## config.mk

```make
export PLATFORM = sky130hd
export DESIGN_NAME = scc_mat
export DESIGN_NICKNAME = d
export VERILOG_FILES = /design/src/design/scc_pkg.sv /design/src/design/scc_mat.sv
export SDC_FILE = /design/constraint.sdc
export NUM_CORES = 2
export LEC_CHECK = 0
export ABC_CLOCK_PERIOD_IN_PS = 7900
export BUFFER_PORTS_ARGS = -buffer_cell sky130_fd_sc_hd__buf_2
export CORE_MARGIN = 3
export CORE_UTILIZATION = 40
export DETAILED_ROUTE_END_ITERATION = 6
export PLACE_DENSITY_LB_ADDON = 0.2
export SLEW_MARGIN = 20
export SYNTH_ARGS = -nofsm -noshare
export SYNTH_HDL_FRONTEND = slang
export SYNTH_SLANG_ARGS = --single-unit
```

## constraint.sdc

```tcl
create_clock -name clk -period 7.9 [get_ports clk]
set_input_delay 0.395 -clock clk [delete_from_list [all_inputs] [get_ports clk]]
set_output_delay 0.395 -clock clk [all_outputs]
set_load 0.02 [all_outputs]
```

## src/design/scc_pkg.sv

```systemverilog
// shared types and constants for the strongly connected components unit
package scc_pkg;

  localparam int unsigned NodeMax = 64;
  localparam int unsigned IdW = 7;

  localparam logic KindEdge = 1'b0;
  localparam logic KindEnd = 1'b1;

  typedef struct packed {
    logic           kind;
    logic [IdW-1:0] src_node;
    logic [IdW-1:0] dst_node;
  } in_item_t;

  typedef struct packed {
    logic [IdW-1:0] node_id;
    logic [IdW-1:0] component_id;
    logic [IdW-1:0] component_total;
    logic           last;
  } out_item_t;

endpackage

```

## src/design/scc_mat.sv

```systemverilog
// adjacency matrix memory: one row written and one row read per cycle
module scc_mat import scc_pkg::*; #(
  parameter int unsigned MAX_NODES = NodeMax,
  parameter int unsigned AW = $clog2(MAX_NODES)
) (
  input  logic                 clk,
  input  logic                 we,
  input  logic [AW-1:0]        waddr,
  input  logic [MAX_NODES-1:0] wdata,
  input  logic [AW-1:0]        raddr,
  output logic [MAX_NODES-1:0] rdata
);

  logic [MAX_NODES-1:0] mem [MAX_NODES];

  always_ff @(posedge clk) begin
    if (we) begin
      mem[waddr] <= wdata;
    end
    rdata <= mem[raddr];
  end

endmodule

```

# Yosys cells after proc, flatten, opt, wreduce, memory -nomap -nowiden
# Memories as Yosys holds them, arrays and structs flattened. A register that Yosys moved wholly into a read port is not among the register bits.
# Cells that the tools add are included.
[classes] muxes=2
[ops] op="two-way mux 1 bit" n=2
[totals] regBits=0 mem_bits_rw=4096 inputBits=78 out_inout_bits=64 elab_cells=3 mem_count=1
[memory_table] name="mem" depth=64 width=64 rd=1 rd_clocked_by_memory_dff=1 wr=1 line_no="scc_mat.sv:14" source="logic [MAX_NODES-1:0] mem [MAX_NODES];"

# Longest topological paths before layout
[depth] ltp_word=2 depth_mapped=9 ltp_nobuf=5

# Worst setup path after synthesis
# Ideal clock, no wire load.
[synth_timing] path_type="in2reg" start="input waddr[3]" end="memory mem[48][0] (netlist name) (enable)" setup_time_ns=0.564 arrival_time_ns=5.267 t_required_ns=7.336 setup_slack_ns=2.069 stages=4 n_path_buf=1 cell_sequence="clkbuf_1 -> nor2b_1 -> nand4b_1 -> nor3_1"
[synth_rtl] item="start, declared" line_no="scc_mat.sv:8" source="input logic [AW-1:0] waddr,"
[synth_rtl] item="end, declared" line_no="scc_mat.sv:14"
# No word-level cell before the write port.

# Worst setup path after layout
[layout_timing] start="input waddr[1]" end="memory mem[59][14] (netlist name) (enable)"
# No word-level cell before the write port.

==> results by group <==
Hold path
  – Hold WC Path Type: input port to register
  – Worst hold path stage count: 1

Floorplanning
  – Die height: 631 µm
  – Initial Utilization: 40.4%
  – IO Count: 142
  – Core Rows: between 200 and 250
  – DIE AREA: 398000 µm²
  – Core Region: 387000 µm²
  – Die Span X: 631 µm

Clock network
  – CTS Buffer Depth: 4
  – H-tree depth: 5
  – Gates resized, CTS repair: 0
  – Clk_lat worst skew: a little under 1 ns
  – Reg clk slew, reported paths: 0.06 ns
  – CTS tree: done
  – CTS Sinks: around 4200
  – Num CTS Buffers: 421
  – Root buffer cell: clkbuf_16

GRT
  – Grt ovf: 0
  – Gr usage total: 22.2%
  – First-pass GRT wire length: 619000 µm
  – Vias in the first global route: 75847
  – Largest net degree at the start of global routing: 116
  – Antenna violations before repair: 37

Worst setup path
  – CP endpoint: mem[59][14]$_DFFE_PP_
  – R2R depth: 5
  – CP cell instances: buf_2 -> nor2b_1 -> nand3_1 -> nor2_4 -> buf_4 -> buf_4
  – CP top delay family: buffers and inverters
  – WP data required: 8.46 ns
  – CP Launch Type: input port
  – Worst reg2reg path endpoint: rdata[32]$_DFF_P_
  – Slowest stage delay, CP: 0.87 ns
  – Launch point of the worst path: waddr[1]
  – Critical path class: input port to register
  – Kind of end point of the critical path: register
  – R2R Setup Slk: 5.75 ns
  – Worst path most repeated cell: buf_4
  – Slowest CP cell: buf_4
  – Worst EP arrival: about 3.5 ns
  – Worst Path Buf+Inv: 3
  – Worst-path maximum fanout: 38
  – Reg2reg start: mem[11][32]$_DFFE_PP_
  – Critical path depth: 6

Placed design
  – Hpwl dp: 232000 µm
  – DP Cell Count: roughly 12000
  – IO Port Bufs: 141
  – GPL Wtd Cong: 0.772

Route
  – Routed Antenna Nets: 0
  – DRC violations left: 0
  – Routed vias/inst: 5.94
  – Via Count: 74610
  – WL per Instance: between 30 and 40 µm
  – 1st-iter DRT viols: roughly 8900
  – Routed WL: 445000 µm
  – DRT Pass-1 Iters: 5

Pwr
  – Worst VDD drop: just under 0.0002 V
  – Pwr dens: 262 nW/µm²
  – Leakage: 55.4 nW

Yosys
  – Yosys top cell by area: edfxtp_1
  – Sequential cell area fraction in the yosys report: 79.5%
  – Syn Area/Cell: 23.7 µm²
  – Cell Area, Synth: approximately 160000 µm²
  – Synth async-reset ratio: 0%
  – Ys Warns: 0
  – Number of synthesized flops with an enable pin: 4096
  – Yosys top cell area share: 78.7%
  – Top_reg_cell synth: edfxtp_1
  – Area contributors post-synth: edfxtp_1 79%, mux4_2 15%, mux2i_1 0.86%
  – Post-synth cell types: 33
  – Syn_nets: 6676
  – Mapped Cells: about 6600
  – Synthesized flop and latch total: 4160

Timing
  – Period minus WS final: 2.89 ns
  – Max Freq: 346 MHz
  – Setup violators final: 0
  – RSZ-0062 raised after global routing: false
  – Max-slew headroom: 21.3%
  – Final hold vios: 0
  – Tcrit/Tclk final: 36.6%
  – Fin. max-slew vios: 0
  – Clock Skew: between 0.05 and 0.06 ns
  – Final TNS setup: 0 ns
  – Measured slew at the worst slew-check pin: 1.18 ns

Finish
  – Proportion of layout cells with a drive suffix above 1: 28.3%
  – Final #Nets: 7092
  – Fin cells: 12564
  – Commonest non-fill, non-tap cell in the layout: edfxtp_1
  – Area Overhead vs Synth: 14.4%
  – Most frequent cells in the layout: 4096 x edfxtp_1, 1024 x mux4_2, 426 x clkbuf_16

Run status
  – Status: finished, final reports clean

Run
  – Max cap viols: 0
-- worst min-delay path by stage --
| stage | startpoint | to | slack [ns] |
|---|---|---|---|
| 2_1_floorplan | wdata[0] | mem[0][0]$_DFFE_PP_ | 0.49 |
| 3_3_place_gp | rdata[37]$_DFF_P_ | rdata[37] | 0.82 |
| 3_5_place_dp | mem[44][46]$_DFFE_PP_ | rdata[46]$_DFF_P_ | 0.81 |
| 4_1_cts | wdata[19] | mem[14][19]$_DFFE_PP_ | 0.03 |
| 5_1_grt | wdata[32] | mem[29][32]$_DFFE_PP_ | 0.008 |
| 6_report | wdata[11] | mem[14][11]$_DFFE_PP_ | 0.01 |
-- where the power goes --
part           internal, mW  leakage [nW]  switching [mW]  total (mW)
Sequential             24.4          37.4           0.120        24.6
Clock                  11.7          6.84            8.46        20.1
Combinational         0.769          11.1            1.36        2.13
Total                  36.9          55.4            9.94        46.8
-- synthesized netlist by cell type (2+ instances only) --
master,instances
buf_4,34
o221ai_1,38
edfxtp_1,4096
nor2b_1,28
a41oi_1,26
nand2b_1,11
o22ai_1,83
a211oi_1,63
inv_1,19
nand3b_1,2
nand4_1,2
a22oi_1,168
clkbuf_1,140
mux4_2,1024
a31oi_1,18
buf_1,20
nand2_1,58
buf_6,6
a2bb2oi_1,19
or3_1,29
a22o_1,88
nor3_1,2
nor2_1,112
and2_1,3
buf_2,170
nand3_1,45
dfxtp_1,64
mux2i_1,135
and3_1,64
or2_2,28
-- sequential cells by signal, indices dropped and copies added, names as in the netlist --
name	count
rdata	64
mem	4096
-- repair_timing --
action,in CTS,in global routing
buffers inserted,0,0
hold endpoints to repair,0,459
hold buffers,0,27
-- cells by family (layout without fill, tap and decap cells) --
group                  Yosys count  after routing  synth area share [%]
multiplexers                  1159           1159                  15.6
buffers and inverters          389           1167                  1.18
flip-flops                    4160           4160                  79.5
AO/OA/AOI/OAI                  504            504                  2.48
AND/OR/NAND/NOR                386            386                  1.24
other                            0             13                     0
-- per-layer routing --
layer | up-vias | share of wire [%] | global-route usage (%)
met4 | 10 | 2.5 | 5.58
met5 | - | 0.015 | 0
met2 | 2947 | 50 | 37.0
met3 | 571 | 6.3 | 2.66
li1 | 29408 | - | -
met1 | 41674 | 42 | 31.2
-- final cells by class --
type,count,area (µm²)
clock inverter,254,2730
sequential,4160,124000
antenna,13,32.5
timing repair buffer,363,3260
clock buffer,531,11200
multi-input combinational,2049,30800
inverter,19,71.3
tap,5175,6470
fill,32038,209000
-- stage by stage --
stage               hold WS [ns]  cell area, µm²  total power [mW]  util, %  setup slack, ns
CTS                       0.0318          178000              47.2     46.0             5.03
floorplan                  0.494          156000              26.1        -             2.07
global route             0.00764          179000              48.2     46.2             4.80
detailed placement         0.814          164000              27.2     42.4             3.98
finish                    0.0110          179000              46.8     46.2             5.01
global placement           0.819          164000              27.1     42.4             3.93
(Power assumes the default switching activity.)
