File: src/design/scc_pkg.sv
// shared types and constants for the strongly connected components unit
package scc_pkg;

  localparam int unsigned NodeMax = 64;
  localparam int unsigned IdW = 7;

  localparam logic KindEdge = 1'b0;
  localparam logic KindEnd = 1'b1;

  typedef struct packed {
    logic           kind;
    logic [IdW-1:0] src_node;
    logic [IdW-1:0] dst_node;
  } in_item_t;

  typedef struct packed {
    logic [IdW-1:0] node_id;
    logic [IdW-1:0] component_id;
    logic [IdW-1:0] component_total;
    logic           last;
  } out_item_t;

endpackage

File: src/design/scc_pick.sv
// lowest set bit of a row, found with a registered two-level search
module scc_pick import scc_pkg::*; #(
  parameter int unsigned MAX_NODES = NodeMax,
  parameter int unsigned AW = $clog2(MAX_NODES)
) (
  input  logic                 clk,
  input  logic [MAX_NODES-1:0] vec,
  output logic                 found,
  output logic [AW-1:0]        idx
);

  localparam int unsigned GW = 8;
  localparam int unsigned NG = (MAX_NODES + GW - 1) / GW;
  localparam int unsigned GSW = (NG > 1) ? $clog2(NG) : 1;
  localparam int unsigned BSW = $clog2(GW);

  logic [NG*GW-1:0] padded;
  logic [NG-1:0]    grp_any;
  logic [GW-1:0]    grp_bits [NG];
  logic [NG-1:0]    grp_any_q;
  logic [GW-1:0]    grp_bits_q [NG];
  logic [GSW-1:0]   g_sel;
  logic [BSW-1:0]   b_sel;

  always_comb begin
    padded = '0;
    padded[MAX_NODES-1:0] = vec;
    for (int g = 0; g < NG; g++) begin
      grp_bits[g] = padded[g*GW +: GW];
      grp_any[g] = |grp_bits[g];
    end
  end

  always_ff @(posedge clk) begin
    grp_any_q <= grp_any;
    grp_bits_q <= grp_bits;
  end

  always_comb begin
    g_sel = '0;
    for (int g = NG - 1; g >= 0; g--) begin
      if (grp_any_q[g]) g_sel = GSW'(g);
    end
    b_sel = '0;
    for (int b = GW - 1; b >= 0; b--) begin
      if (grp_bits_q[g_sel][b]) b_sel = BSW'(b);
    end
    found = |grp_any_q;
    idx = AW'({g_sel, b_sel});
  end

endmodule

File: config.mk
export PLATFORM = sky130hd
export DESIGN_NAME = scc_pick
export DESIGN_NICKNAME = d
export VERILOG_FILES = /design/src/design/scc_pkg.sv /design/src/design/scc_pick.sv
export SDC_FILE = /design/constraint.sdc
export NUM_CORES = 1
export LEC_CHECK = 0
export BUFFER_PORTS_ARGS = -buffer_cell sky130_fd_sc_hd__buf_2
export CORE_UTILIZATION = 35
export CTS_CLUSTER_SIZE = 30
export DETAILED_ROUTE_END_ITERATION = 10
export PLACE_DENSITY = 0.64
export SYNTH_ARGS = -nofsm -noshare
export SYNTH_HDL_FRONTEND = slang
export SYNTH_SLANG_ARGS = --single-unit
export TNS_END_PERCENT = 1
File: constraint.sdc
create_clock -name clk -period 2.5 [get_ports clk]
set_input_delay 0.125 -clock clk [delete_from_list [all_inputs] [get_ports clk]]
set_output_delay 0.125 -clock clk [all_outputs]
set_load 0.01 [all_outputs]
* Yosys cells after proc, flatten, opt, wreduce, memory -nomap -nowiden
Index checks and enable logic that the tools add are counted.
** Word-level totals
- Bits in latches :: 0
- ROM bits :: 0
- Memory bits (writable) :: 0
- Register bits after elaboration :: 72
- Input bits :: 65
- Memories :: 0
- Output and inout port bits :: 7
- Logic and storage cells :: 39
** Operators by class
- Equality and inequality tests :: 0
- $lt $le $gt $ge :: 1
- Div/mod/pow operators :: 0
- Bitwise logic cells :: 1
- Reduce and logical (&&, ||, !) cells :: 9
- Muxes and demuxes :: 19
- Shift operators :: 0
- $mul :: 0
- Add/subtract/negate cells :: 0
** Operators by type and width (count)
- $reduce_or 8->1 :: 9
- $mux 3 :: 16
- $bmux 8 s3 :: 1
- $mux 8 :: 2
- $ge 4x4->1 const B :: 1
- $not 3->4 :: 1

* Longest topological paths before layout
- Word-level depth :: 20
- Mapped depth :: 10
- Depth with buffers taken out :: 8

* Least setup slack after synthesis
OpenSTA, ideal clock, no wires.
- Path type :: reg2out
- From :: register grp_any_q[3]
- To :: output idx[1]
- Data required time :: 2.375 ns
- Path buffers :: 2
- Cell stages (with the launch flop) :: 10
- Arrival :: 2.176 ns
- Slack :: 0.199 ns
- Path through :: dfxtp_1 -> nor4_2 -> nor2b_1 -> buf_6 -> buf_6 -> mux2i_1 -> mux2i_1 -> mux2_2 -> or3b_1 -> a21oi_1
** On the way
- Longest elaborated chain between the ends :: 16
** RTL lines
- start: declaration :: RTL line scc_pick.sv:20 : logic [NG-1:0] grp_any_q;
- start signal: assignment :: RTL line scc_pick.sv:35 : grp_any_q <= grp_any;
- $mux 3 (*) (4 in series) :: RTL line scc_pick.sv:42 : if (grp_any_q[g]) g_sel = GSW'(g);
- via idx[5] :: RTL line scc_pick.sv:9 : output logic [AW-1:0] idx
- $not 3->4 (implied by the code) (*) :: RTL line scc_pick.sv:46 : if (grp_bits_q[g_sel][b]) b_sel = BSW'(b);
- $bmux 8 s3 (*) :: RTL line scc_pick.sv:46
- $mux 8 (implied by the code) (*) (2 in series) :: RTL line scc_pick.sv:46
- $mux 3 (7 in series) :: RTL line scc_pick.sv:46
- $mux 3 (*) :: RTL line scc_pick.sv:46
- end: declaration :: RTL line scc_pick.sv:9
The timed path passes the listed nets; every way through them passes the cells marked *. The select of a mux whose other input is x is not followed.

* Worst setup path in the final report
- From :: register grp_any_q[3]
- To :: output idx[0]
** On the way
- Longest elaborated chain between the ends :: 16
** RTL lines (RTL line)
- $mux 3 (*) (4 in series) :: scc_pick.sv:42
- $not 3->4 (implied by the code) (*) :: scc_pick.sv:46
- $bmux 8 s3 (*) :: scc_pick.sv:46
- $mux 8 (implied by the code) (*) (2 in series) :: scc_pick.sv:46
- $mux 3 (7 in series) :: scc_pick.sv:46
- $mux 3 (*) :: scc_pick.sv:46
Every way passes the cells marked *; elsewhere a longest branch is shown, timed or not. The select of a mux whose other input is x is not followed.

==> summary.md <==
| Metric | Value |
|---|---|
| Arrival time at the worst endpoint | 2740 ps |
| Final hold vios | 0 |
| M1 WL | 2760 um |
| Remaining DRCs | 4 |
| Placeable core region | 6460 sq um |
| DRC marker count from the first detailed-route iteration | 24 |
| Die ar. | 7150 sq um |
| Die X | 84.5 um |
| All-Layer GR Usage | 0.186 |
| Required time reported for the critical path endpoint | 2380 ps |
| Number of antenna-violating nets in the routed design | 0 |
| Power density over the cells | 606 nW/um^2 |
| Antenna cell count | 0 |
| Final design utilization | 0.594 |
| Number of iterations in the first detailed-routing pass | 7 |
| Post-synthesis area per instance | 12.6 sq um |
| Synthesized netlist cell count | 190 |
| Type of the worst setup path | flop to output port |
| CP Capture Point | idx[0] |
| Max Cap Violations | 0 |
| Global-route wire length before repair | 9890 um |
| Setup violations, final | 3 |
| Clock Tree Buf Depth | 2 |
| Post-Place Setup Slack | -63.9 ps |
| Total power draw | 2.32 mW |
| Layout Area Growth over Synthesis | 60.8% |
| Highest metal layer with signal wires | met4 |
| Share of post-route cells with drive strength above 1 | 0.365 |
| Ratio of routed vias to standard cells | 4.69 |
| Overall routed net length | 6400 um |
| Crit path launch | grp_any_q[3] |
| Synthesized Nets | 255 |
| Leakage Power | 1.59 nW |
| Sum of met2 wire segment lengths after detailed routing | 3300 um |
| TritonCTS Sinks | 72 |
| HPWL after detailed placement | 4170 um |
| Maximum vdd drop | 0.364 mV |
| Overall overflow remaining after global route | 0 |
| Hold slack | 412 ps |
| Via Count | 2007 |
| Run status | complete, but fails checks |
| Final weighted congestion of routability-driven global placement | 0.872 |
| # nets final | 412 |
| Unrepaired setup endpoints after global routing | yes |
| Crit path setup slack, layout | -365 ps |
| Root buffer cell | clkbuf_8 |
| Htree depth | 3 |
| Max-slew headroom | 0.719 |
| Number of standard-cell rows in the floorplan | 29 |
| Count of state elements after synthesis | 72 |
| Die Y | 84.5 um |
| Part of the cycle the worst path needs | 1.15 |
| Kind of path behind the tightest hold check | primary input to flop |
| Fin. max-slew vios | 0 |
| Maximum number of pins on one net before global-route repair | 16 |
| Sequential share of the synthesized area | 0.604 |
| Num ports | 72 |
| Distinct cell type count of the synthesized netlist | 29 |
| Clock transition at the register clock pins on the worst setup and hold paths after CTS | 80 ps |
| Number of port buffers | 71 |
| Routed length on met3 | 256 um |
| TritonCTS clock tree | built |
| TritonCTS buffer count | 9 |
| Cell area after synthesis | 2380 sq um |
| Transition time of the tightest slew-check pin | 418 ps |
| Maximum clock frequency | 0.349 GHz |
| Routed length per instance | 15.0 um |
| Effective utilization at floorplan | 0.369 |
| Largest fanout of any net on the critical path | 7 |
| Violated checks | DRC, setup timing |
| Syn. warnings | 0 |
| Number of antenna violations at the first check in global routing | 0 |
| Kind of end point of the critical path | output port |
| Number of global-route vias before repair | 2155 |
| Final critical path time including I/O delays and setup | 2860 ps |
| Startpoint class of the critical path | flop |
==> routing by layer <==
metal / global-route usage / vias up
li1: - / 1007
met3: 0.0551 / 6
met5: 0 / -
met2: 0.335 / 53
met1: 0.208 / 941
met4: 0.0647 / 0
==> cell usage after synthesis (all sizes together) <==
cell,count,area [sq um]
a21oi,5,25.0
dfxtp,72,1440
o31ai,1,7.51
nor2,5,18.8
a22oi,1,7.51
a211o,2,17.5
o211ai,1,7.51
nor3,3,15.0
nand2,12,47.6
nand3,2,10.0
or3,1,6.26
buf,6,68.8
or3b,1,8.76
and3,1,6.26
mux2,6,67.6
o21bai,1,11.3
nand3b,1,7.51
mux2i,41,410
o21ai,1,8.76
nand2b,2,12.5
clkinv,1,5.00
a22o,1,8.76
nor4,20,146
nor2b,3,18.8
==> final cells by class <==
| class | count | area, sq um |
|---|---|---|
| Timing Repair Buffer | 152 | 1160 |
| Inverter | 1 | 5.00 |
| Clock inverter | 6 | 70.1 |
| Sequential cell | 72 | 1450 |
| Fill cell | 542 | 2630 |
| Tap cell | 77 | 96.3 |
| Clock buffer | 9 | 124 |
| Multi-Input combinational cell | 111 | 931 |
==> cell usage in the layout, fill, tap and decap left out, drive strengths merged <==
cell type    synthesis  routed
nand3b               1       1
dfxtp               72      72
or3b                 1       1
clkbuf               0      10
mux2i               41      41
mux2                 6       6
or3                  1       1
and3                 1       1
clkinv               1       2
bufinv               0       1
nor4                20      20
a22o                 1       1
nor2                 5       5
o21bai               1       1
o21ai                1       1
nand2b               2       2
a22oi                1       1
dlygate4sd3          0      64
clkinvlp             0       3
buf                  6      87
nor3                 3       3
nor2b                3       3
nand2               12      12
a211o                2       2
nand3                2       2
o211ai               1       1
a21oi                5       5
inv                  0       1
o31ai                1       1
==> per-stage QoR <==
stage	instance area, sq um	cells	setup TNS [ps]
floorplan	2380	190	0
global placement	2880	345	-55.0
detailed placement	2880	345	-63.9
CTS	3760	426	-908
global route	3830	428	-1280
finish	3830	428	-928
==> critical path, stage by stage (launching register included) <==
cell and delay (ps):
dfxtp_2 340, nor4_4 290, nor2b_4 300, buf_8 170, mux2i_1 200, mux2i_1 120, mux2_4 310, or3_4 390
a21oi_2 140, buf_2 140
==> registers in the layout, indices dropped and copies added (netlist names) <==
register	flops
grp_any_q	8
grp_bits_q	64
==> worst min-delay path by stage <==
stage          startpoint        endpoint  slack (ps)  cells past startpoint
6_report          vec[27]  grp_bits_q[35]         410                      2
5_1_grt           vec[48]   grp_bits_q[8]         410                      2
4_1_cts           vec[27]  grp_bits_q[35]         400                      2
3_5_place_dp      vec[52]  grp_bits_q[12]         240                      1
3_3_place_gp      vec[25]  grp_bits_q[33]         240                      1
2_1_floorplan     vec[56]   grp_bits_q[0]         150                      0
==> logic make-up (layout without fill, tap and decap cells) <==
kind of cell | Yosys count | in the layout | share of synthesized area
AOI/OAI and AO/OA | 13 | 13 | 0.0394
buffers and inverters | 7 | 168 | 0.0310
DFF | 72 | 72 | 0.604
muxes | 47 | 47 | 0.200
and+or+nand+nor | 51 | 51 | 0.125
==> report_power, final <==
part | switching, mW | leakage (nW) | internal, mW
registers | 0.0185 | 0.603 | 1.20
clock network | 0.434 | 0.0879 | 0.459
logic | 0.0722 | 0.903 | 0.137
total | 0.525 | 1.59 | 1.80
==> repair_timing <==
action | 4_1_cts | 5_1_grt
setup endpoints to repair | 3 | 3
resized for setup | 7 | 11
hold endpoints to repair | 70 | 0
setup buffers | 2 | 1
pin swaps | 1 | 4
gates cloned | 0 | 1
hold buffers | 64 | 0
(Power assumes the default switching activity.)
